<file path="config.mk">
export PLATFORM = sky130hd
export DESIGN_NAME = shp_calc
export DESIGN_NICKNAME = d
export VERILOG_FILES = /design/src/hw/rtl/shp_pkg.sv /design/src/hw/rtl/shp_calc.sv
export SDC_FILE = /design/constraint.sdc
export NUM_CORES = 1
export LEC_CHECK = 0
export ABC_AREA = 0
export BUFFER_PORTS_ARGS = -buffer_cell sky130_fd_sc_hd__buf_2
export CAP_MARGIN = 30
export CORE_ASPECT_RATIO = 1.75
export CORE_MARGIN = 5
export CORE_UTILIZATION = 30
export CTS_CLUSTER_SIZE = 28
export DETAILED_ROUTE_END_ITERATION = 7
export PLACE_DENSITY_LB_ADDON = 0.1
export RECOVER_POWER = 100
export SETUP_SLACK_MARGIN = 0.02
export SLEW_MARGIN = 10
export SYNTH_ARGS = -nofsm -noshare
export SYNTH_HDL_FRONTEND = slang
export SYNTH_SLANG_ARGS = --single-unit
</file>
<file path="constraint.sdc">
create_clock -name i_clk -period 7.6 [get_ports i_clk]
set_input_delay 0.38 -clock i_clk [delete_from_list [all_inputs] [get_ports i_clk]]
set_output_delay 0.38 -clock i_clk [all_outputs]
set_load 0.05 [all_outputs]
</file>
<file path="src/hw/rtl/shp_pkg.sv">
`timescale 1ns / 1ps

package shp_pkg;

    // Pixel, position, gain and configuration widths
    localparam int PIX_W    = 8;
    localparam int POS_W    = 10;
    localparam int GAIN_W   = 8;
    localparam int CFG_W    = 11;
    localparam int CFG_IDX_W = 2;
    // Wide enough for the 11-bit size registers and for sizes up to 4096
    localparam int SIZE_W   = 13;
    // Sum of eight neighbours: 8 * 255
    localparam int NSUM_W   = 11;
    // 8 * (gain + 8) * centre and gain * neighbour sum
    localparam int PROD_A_W = 20;
    localparam int PROD_B_W = 19;

    // Defaults for the top-level size parameters
    localparam int MAX_WIDTH_DEF  = 1024;
    localparam int MAX_HEIGHT_DEF = 1024;

    // Smallest frame edge the filter works on
    localparam logic [SIZE_W-1:0] SIZE_MIN = SIZE_W'(3);

    // Configuration register indexes
    localparam logic [CFG_IDX_W-1:0] CFG_IMAGE_WIDTH  = 2'd0;
    localparam logic [CFG_IDX_W-1:0] CFG_IMAGE_HEIGHT = 2'd1;
    localparam logic [CFG_IDX_W-1:0] CFG_GAIN_EIGHTHS = 2'd2;

    // Reset values of the configuration registers
    localparam logic [CFG_W-1:0]  IMAGE_WIDTH_RST  = 11'd6;
    localparam logic [CFG_W-1:0]  IMAGE_HEIGHT_RST = 11'd6;
    localparam logic [GAIN_W-1:0] GAIN_RST         = 8'd32;

    // Window result handed from the window stage to the arithmetic
    typedef struct packed {
        logic [PIX_W-1:0]  centre;
        logic [NSUM_W-1:0] nsum;
        logic [POS_W-1:0]  row;
        logic [POS_W-1:0]  col;
        logic              last;
    } t_calc_req;

endpackage

</file>
<file path="src/hw/rtl/shp_calc.sv">
`timescale 1ns / 1ps

module shp_calc
    import shp_pkg::*;
(
    input  logic              i_clk,
    input  logic              i_rst_n,
    input  logic              i_req_valid,
    output logic              o_req_ready,
    input  t_calc_req         i_req,
    input  logic [GAIN_W-1:0] i_gain,
    output logic              o_valid,
    input  logic              i_ready,
    output logic [PIX_W-1:0]  o_filtered_pixel,
    output logic [POS_W-1:0]  o_out_row,
    output logic [POS_W-1:0]  o_out_col,
    output logic              o_frame_last
);

    localparam int V_W = PROD_A_W + 1;

    logic                r_p_valid;
    logic [PROD_A_W-1:0] r_pa;
    logic [PROD_B_W-1:0] r_pb;
    logic [POS_W-1:0]    r_p_row;
    logic [POS_W-1:0]    r_p_col;
    logic                r_p_last;

    logic                r_o_valid;
    logic [PIX_W-1:0]    r_o_pix;
    logic [POS_W-1:0]    r_o_row;
    logic [POS_W-1:0]    r_o_col;
    logic                r_o_last;

    logic                o_load;
    logic                p_load;
    logic [GAIN_W:0]     gain_p8;
    logic [GAIN_W+PIX_W:0] prod_c;
    logic [PROD_A_W-1:0] n_pa;
    logic [PROD_B_W-1:0] n_pb;
    logic signed [V_W-1:0] v;
    logic [V_W-8:0]      v_shr;
    logic [PIX_W-1:0]    n_o_pix;

    // Flow control: output register frees up when taken or empty
    assign o_load      = !r_o_valid || i_ready;
    assign p_load      = !r_p_valid || o_load;
    assign o_req_ready = p_load;

    // Products stage
    assign gain_p8 = {1'b0, i_gain} + (GAIN_W+1)'(8);
    assign prod_c  = gain_p8 * i_req.centre;
    assign n_pa    = {prod_c, 3'b000};
    assign n_pb    = i_gain * i_req.nsum;

    always_ff @(posedge i_clk) begin
        if (!i_rst_n) begin
            r_p_valid <= 1'b0;
        end else if (p_load) begin
            r_p_valid <= i_req_valid;
        end
        if (p_load && i_req_valid) begin
            r_pa     <= n_pa;
            r_pb     <= n_pb;
            r_p_row  <= i_req.row;
            r_p_col  <= i_req.col;
            r_p_last <= i_req.last;
        end
    end

    // Difference, floor by 64 and clamp to the pixel range
    assign v     = $signed({1'b0, r_pa}) - $signed({2'b00, r_pb});
    assign v_shr = v[V_W-2:6];

    always_comb begin
        if (v[V_W-1]) begin
            n_o_pix = '0;
        end else if (v_shr > (V_W-7)'(255)) begin
            n_o_pix = '1;
        end else begin
            n_o_pix = v_shr[PIX_W-1:0];
        end
    end

    // Output register
    always_ff @(posedge i_clk) begin
        if (!i_rst_n) begin
            r_o_valid <= 1'b0;
        end else if (o_load) begin
            r_o_valid <= r_p_valid;
        end
        if (o_load && r_p_valid) begin
            r_o_pix  <= n_o_pix;
            r_o_row  <= r_p_row;
            r_o_col  <= r_p_col;
            r_o_last <= r_p_last;
        end
    end

    assign o_valid          = r_o_valid;
    assign o_filtered_pixel = r_o_pix;
    assign o_out_row        = r_o_row;
    assign o_out_col        = r_o_col;
    assign o_frame_last     = r_o_last;

endmodule

</file>
# After elaboration in Yosys (flattened, before gate mapping)
# Index checks and enable logic that the tools add are counted.
[word_totals] register_bits=88 word_cells=23 input_bits=52
[op_classes] n_lt_le_gt_ge=1 n_mul=2 addsub=2 mux=1 n_reduce_logical=6
[op_table] op="$sub A20 B19 Y21" count=1
[op_table] op="$mul A8 B11 Y19" count=1
[op_table] op="$mul A9 B8 Y17" count=1
[op_table] op="$gt A14 B8 Y1 const B" count=1
[op_table] op="$add A8 B4 Y9 const B" count=1
[op_table] op="$mux W8" count=1
[op_table] op="$logic_and A1 B1 Y1" count=2
[op_table] op="$logic_not A1 Y1" count=2
[op_table] op="$logic_or A1 B1 Y1" count=2

# Longest topological paths before layout
# Gate-level depths: netlist of the first run.
[depth] word_depth=4 mapped_depth=19 depth_no_buf=17

# Worst setup path after synthesis of the first run
# OpenSTA, ideal clock, no wires.
[synth_path] path_type="input-to-reg" from="input port i_gain[3]" to="register r_pb[18], data pin" setup_time_ns=0.260 n_path_buf=2 arrival_ns=4.661 stages=18 required_ns=7.340 path_slack_ns=2.679 path_cell_list="clkbuf_1 clkbuf_1 nand2_1 fa_1 fa_1 inv_1 fa_1 inv_1 fa_1 inv_1 ha_1 o21a_1 nor2_1 o31ai_1 o41ai_1 o2111ai_1 a21oi_1 xnor2_1"
[synth_via] elab_chain_len=1
[synth_rtl] item="start, declared" line="shp_calc.sv:11" source="input logic [GAIN_W-1:0] i_gain,"
[synth_rtl] item="$mul A8 B11 Y19" line="shp_calc.sv:54" source="assign n_pb = i_gain * i_req.nsum;"
[synth_rtl] item="named net n_pb[18]" line="shp_calc.sv:40" source="logic [PROD_B_W-1:0] n_pb;"
[synth_rtl] item="end signal, assigned" line="shp_calc.sv:64" source="r_pb <= n_pb;"
[synth_rtl] item="end, declared" line="shp_calc.sv:24" source="logic [PROD_B_W-1:0] r_pb;"
# The timed path passes the listed nets, and every way through them passes these cells.
# A chain may end at the register's enable or synchronous reset.

# Worst setup path after layout of the first run
[layout_path] from="input port i_gain[3]" to="register r_pa[19], data pin"
[layout_via] elab_chain_len=2
[layout_rtl] item="$add A8 B4 Y9" line="shp_calc.sv:51" source="assign gain_p8 = {1'b0, i_gain} + (GAIN_W+1)'(8);"
[layout_rtl] item="$mul A9 B8 Y17" line="shp_calc.sv:52" source="assign prod_c = gain_p8 * i_req.centre;"
[layout_rtl] item="named net prod_c[16]" line="shp_calc.sv:38" source="logic [GAIN_W+PIX_W:0] prod_c;"
[layout_rtl] item="end signal, assigned" line="shp_calc.sv:63" source="r_pa <= n_pa;"
[layout_rtl] item="end, declared" line="shp_calc.sv:23" source="logic [PROD_A_W-1:0] r_pa;"
# The timed path passes the listed nets, and every way through them passes these cells.

==> results.txt, run 1 <==
GR Overflow Total = 0
Status = finished, violations left
Clock skew = 7.16 ps
Worst Path Max Fanout = 21
First-pass GRT wire length = 32.1 mm
Max Cap Violations = 3
FP Rows = 82
Post-synth EDFFs = 86
Core area = 28600 sq um
Synth Flop Type = edfxtp_1
Initial antenna violation count = 0
Crit path top cell by count = fa_1
Worst-margin pin slew = 3230 ps
CTS max path bufs = 2
TritonCTS Sinks = 88
Routed Antenna Nets = 0
Largest net degree at the start of global routing = 58
Cell internal pwr = 1.70 mW
Worst-path clk slew = 70 ps
Drt total wl = 19.0 mm
P_leak = 4.41 nW
Yosys top cell by area = edfxtp_1
Routed WL per cell = 14.8 um
Yosys warnings = 0
Slowest stage delay, CP = 690 ps
TritonCTS Buffers = 9
Placed Cells = 1266
Die Span Y = 235 um
Hold Path Cell Cnt = 1
Combinational group share of total power = 0.611
Routability cong. = 0.773
Post-cts sizing count = 0
Inserted Diodes = 0
# nets final = 1140
DRC Markers = 0
Area of the die = 32600 sq um
Starting Density = 0.304
Non-filler cells in the finished layout = 1282
Flop pwr share = 0.253
Final slew viol count = 97
Sw Share = 0.424
Avg Cell Area, Syn = 10.7 sq um
Failing checks = max-capacitance violations, max-slew violations
Fin crit period = 5530 ps
Mapped Nets = 1056
Post-Synthesis Cells = 815
Most common cell in the netlist = inv_1
Final Hold Viols = 0
Fmax = 0.181 GHz
IR drop worst, VDD = 0.116 mV
Cell Area, Synth = 8700 sq um
Register area share after synthesis = 0.302
Area growth, synth to finish = 12.0%
Via count = 5647
Clk Latency, worst-skew pair = 350 ps
Net switching power = 1.25 mW
RSZ-0062 raised after global routing = false
CP Cell Sequence = clkbuf_1 > ha_1 > xor2_1 > and2_0 > fa_1 > fa_1 > fa_1 > inv_1 > fa_1 > inv_1 > ha_1 > a21o_1 > a31o_2 > a211oi_1 > o41a_1 > o21bai_1 > xnor2_1
Pwr Total = 2.95 mW
CTS tree = done
Die Wd = 139 um
Slew headroom = -1.15
#FFs+latches synth = 88
Initial DRC count = 181
Placed inst area = 9560 sq um
WP data arrival = 5630 ps
Power Density = 303 nW/um^2
Setup violators final = 0
Gr usage total = 0.122
Clock root cell = clkbuf_16
Worst min-delay path class = in -> reg
Setup crit end kind = register
Most common library cells after synthesis = inv_1 (149), and2_1 (109), fa_1 (96)
Setup Buffers After CTS = 0
Reg2reg path depth = 9
Port Buffers = 82
Fillers = 2972
Worst setup SP type = input port
Tcrit/Tclk final = 0.728
Layout cells sized above 1 = 0.0841
Hpwl dp = 15.8 mm
CP required = 7700 ps
Crit-path slowest cell = clkbuf_1
Setup CP Type = in -> reg
Post-CTS Hold Fix Bufs = 0
Synth unique cells = 58
Setup TNS = 0 ps
Final design area excluding fillers = 9740 sq um
# H-tree levels = 3
Share of the synthesized area in the top cell type = 0.297
Top-Level Pins = 83
DRT Pass-1 Iters = 4
Number of global-route vias before repair = 6291
Synth top area cells = edfxtp_1 (30%), fa_1 (22%), ha_1 (13%), and2_1 (7.8%), inv_1 (6.4%)
FFs w/ async S/R, synth = 0
Vias per inst = 4.40
Clock power share = 0.136
==> placed cells by master (no fill, tap or decap), types with 2 or more instances in the layout <==
cell type	netlist	routed
nand3_1	13	13
fa_1	96	96
xor2_1	11	11
inv_6	0	2
o21ai_0	8	9
nor2_1	25	25
a21oi_1	28	28
dfxtp_1	2	2
nor3_1	12	12
and2_0	0	9
nor4b_1	0	2
a221oi_1	1	2
or3_1	3	3
o211ai_1	2	3
clkbuf_16	0	9
inv_1	149	149
clkinv_2	0	2
ha_1	93	93
o31ai_1	2	2
nand2_1	48	48
o21bai_1	5	5
nand2b_1	9	9
and2_1	109	99
o221ai_1	2	2
o41ai_1	2	2
o21a_1	6	6
nor2b_1	26	25
clkbuf_1	11	36
clkinvlp_4	0	2
mux2i_1	2	2
xnor2_1	24	24
buf_2	0	48
edfxtp_1	86	86
a211oi_1	4	4
a21o_1	5	5
==> critical path: cells and delay by family <==
family	cells	cell delay [ps]
AO/OA/AOI/OAI	5	1010
AND/OR/NAND/NOR	1	240
buffers and inverters	3	780
XOR/XNOR	2	580
adder cells (fa/ha/maj)	6	2620
==> sequential cells by signal, indices dropped and copies added (netlist names), 8 cells and up <==
signal            count
r_pb                 19
r_pa                 17
o_out_col            10
o_out_row            10
r_p_col              10
r_p_row              10
o_filtered_pixel      8
==> cell families (layout without fill, tap and decap cells) <==
logic type,Yosys count,in the layout,synth area share
AO/OA/AOI/OAI,84,84,0.0702
XOR/XNOR,35,35,0.0353
adder cells (fa/ha/maj),189,189,0.355
buffers and inverters,160,249,0.0691
flip-flops,88,88,0.302
multiplexers,3,3,0.00403
AND/OR/NAND/NOR,256,256,0.165
==> cell type report <==
| cell class | instances | area [sq um] | area share |
|---|---|---|---|
| Clock inverter | 7 | 46.3 | 0.00475 |
| Sequential cell | 88 | 2620 | 0.269 |
| Tap cell | 378 | 473 | 0.0486 |
| Inverter | 149 | 559 | 0.0574 |
| Multi-Input combinational cell | 567 | 5440 | 0.558 |
| Clock buffer | 9 | 225 | 0.0231 |
| Timing Repair Buffer | 84 | 375 | 0.0386 |
==> power by group through the flow <==
stage	Clock, mW	Sequential, mW	Combinational (mW)
floorplan	0	0.781	1.43
global placement	0	0.760	1.87
CTS	0.427	0.750	1.88
finish	0.401	0.746	1.80
detailed placement	0	0.760	1.86
global route	0.441	0.756	2.09
==> final timing paths <==
check / startpoint / to / slack [ps]
setup / recovery: i_gain[3] / r_pa[19]$_DFFE_PP_ / 2070
hold / removal: i_req[16] / r_p_row[5]$_DFFE_PP_ / 210
setup reg to reg: r_pa[3]$_DFFE_PP_ / o_filtered_pixel[2]$_SDFFCE_PN0P_ / 3190
hold reg to reg: r_p_col[4]$_DFFE_PP_ / o_out_col[4]$_DFFE_PP_ / 420
==> per-stage QoR <==
stage	hold slack (ps)	util	setup slack, ps
after floorplan	400	-	2680
after global routing	182	0.340	1590
after global placement	400	0.334	2170
after detailed placement	405	0.334	2090
after CTS	176	0.343	2470
final	209	0.340	2070
==> metal layers <==
layer,wire length (um),part of all wire,vias up,GRT usage
met5,0,0,-,0
met4,513,0.027,0,0.0448
met3,557,0.029,20,0.0183
met2,10200,0.54,96,0.235
met1,7640,0.40,2717,0.134
li1,-,-,2814,-
No activity file was read; power rests on OpenSTA's default activity.
==> run 2, diff against run 1 <==
==> constraint.sdc (replaced) <==
create_clock -name i_clk -period 5.35 [get_ports i_clk]
set_input_delay 0.2675 -clock i_clk [delete_from_list [all_inputs] [get_ports i_clk]]
set_output_delay 0.2675 -clock i_clk [all_outputs]
set_load 0.05 [all_outputs]
==> run 2 against run 1 <==
Compared with the run above: the run still ends with max-capacitance violations, max-slew violations left; core utilization grew 0.24 points; clock-buffer cell count grew 1; sequential share of layout area shrank 0.19 points; non-clock buffer count grew 7; first-iteration DRC count shrank 37%; sequential power grew 41%; critical path depth grew 1; sequential cell count is the same; total power grew 44%; die area is the same; register-to-register slack lost 2200 ps; critical endpoint unchanged; largest cell class unchanged.
==> results.txt, run 2 (synthesis gave the netlist of run 1 again) <==
Status = finished, violations left
Failing checks = max-capacitance violations, max-slew violations
Clock root cell = clkbuf_16
CP required = 5450 ps
Biggest regs = r_pb x19, r_pa x17
Routability cong. = 0.753
Most frequent cells in the layout = inv_1 (149), and2_1 (100), fa_1 (96), ha_1 (93), edfxtp_1 (86)
Worst setup SP type = input port
Worst Path Max Fanout = 20
TritonCTS Sinks = 88
Max Cap Violations = 3
Gr usage total = 0.120
DR WL met3 = 540 um
WP data arrival = 5000 ps
M1 wire length = 7.75 mm
Final Hold Viols = 0
DRT Pass-1 Iters = 4
Largest net degree at the start of global routing = 58
Routed WL per cell = 14.5 um
Core area = 28600 sq um
Most common cell after layout, fill and taps aside = inv_1
Worst-path clk slew = 60 ps
Post-CTS Hold Fix Bufs = 0
CTS tree = done
P_leak = 4.45 nW
Setup Buffers After CTS = 0
Met2 WL post-DR = 9.83 mm
Fin crit period = 4900 ps
Setup crit end kind = register
Die Wd = 139 um
Top-Level Pins = 83
IR drop worst, VDD = 0.191 mV
Routed Antenna Nets = 0
Starting Density = 0.304
Fmax = 0.204 GHz
DRC Markers = 0
Tcrit/Tclk final = 0.916
Layout cells sized above 1 = 0.0911
Setup Slack @ Placement = 53.8 ps
Crit path top cell by count = fa_1
Inserted Diodes = 0
RSZ-0062 raised after global routing = false
Max reg flops = 19
Slew headroom = -1.09
Most flop-heavy register = r_pb
Setup violators final = 0
CTS max path bufs = 2
CP Cell Sequence = clkbuf_1 > buf_4 > nand3_1 > xor2_1 > nor2b_1 > fa_1 > fa_1 > fa_1 > inv_1 > fa_1 > inv_1 > ha_1 > a21o_1 > a31o_2 > a211oi_1 > o41a_1 > o21bai_1 > xnor2_1
FP Rows = 82
Slowest stage delay, CP = 540 ps
Hpwl dp = 15.6 mm
Initial antenna violation count = 0
Worst-margin pin slew = 3140 ps
Die Span Y = 235 um
Number of global-route vias before repair = 6146
GR Overflow Total = 0
# H-tree levels = 3
Crit-path slowest cell = xor2_1
Vias per inst = 4.41
Power Density = 432 nW/um^2
Clk Latency, worst-skew pair = 350 ps
Highest metal used = met4
Area of the die = 32600 sq um
Area growth, synth to finish = 12.8%
Drt total wl = 18.7 mm
Initial DRC count = 114
Setup CP Type = in -> reg
Via count = 5680
First-pass GRT wire length = 31.4 mm
TritonCTS Buffers = 9
Crit path setup slack, layout = 449 ps
Setup TNS = 0 ps
Final core utilization = 0.343
Worst min-delay path class = in -> reg
Final slew viol count = 88
Post-cts sizing count = 0
Port Buffers = 82
Clock skew = 9.76 ps
# nets final = 1147
==> run 2: layout make-up <==
class	count	area [sq um]
Fill cell	2984	18800
Sequential cell	88	2620
Timing Repair Buffer	91	425
Inverter	149	559
Multi-Input combinational cell	567	5440
Tap cell	378	473
Clock inverter	6	61.3
Clock buffer	10	229
==> run 2: worst paths after layout <==
check	endpoint	from	slack [ps]	cells past startpoint
max reg2reg	o_filtered_pixel[0]$_SDFFCE_PN0P_	r_pa[3]$_DFFE_PP_	1010	9
min	r_p_row[5]$_DFFE_PP_	i_req[16]	90	1
max	r_pa[19]$_DFFE_PP_	i_gain[3]	450	18
min reg2reg	o_out_row[1]$_DFFE_PP_	r_p_row[1]$_DFFE_PP_	420	0
==> run 2: where the power goes <==
part	switching (mW)	internal (mW)	total, mW
registers	0.0447	1.00	1.05
logic	1.48	1.10	2.58
clock network	0.254	0.360	0.614
==> run 2: per-stage QoR <==
stage	instance area (sq um)	total power [mW]	cells	hold slack, ps
after global placement	9610	3.73	1273	400
after floorplan	8700	3.14	815	366
final	9810	4.24	1289	93.0
after detailed placement	9610	3.73	1273	405
after CTS	9900	4.39	1289	66.2
after global routing	9810	4.71	1289	78.3
==> run 2: routing by layer <==
metal	GRT usage	vias up
met5	0	-
met4	0.0469	0
met1	0.136	2744
li1	-	2830
met2	0.224	92
met3	0.0179	14
==> run 2: critical path, delay by kind of cell <==
| kind | cells | cell delay (ps) |
|---|---|---|
| AND/OR/NAND/NOR | 2 | 270 |
| XOR/XNOR | 2 | 660 |
| adder cells (fa/ha/maj) | 5 | 2350 |
| buffers and inverters | 4 | 440 |
| AO/OA/AOI/OAI | 5 | 1000 |
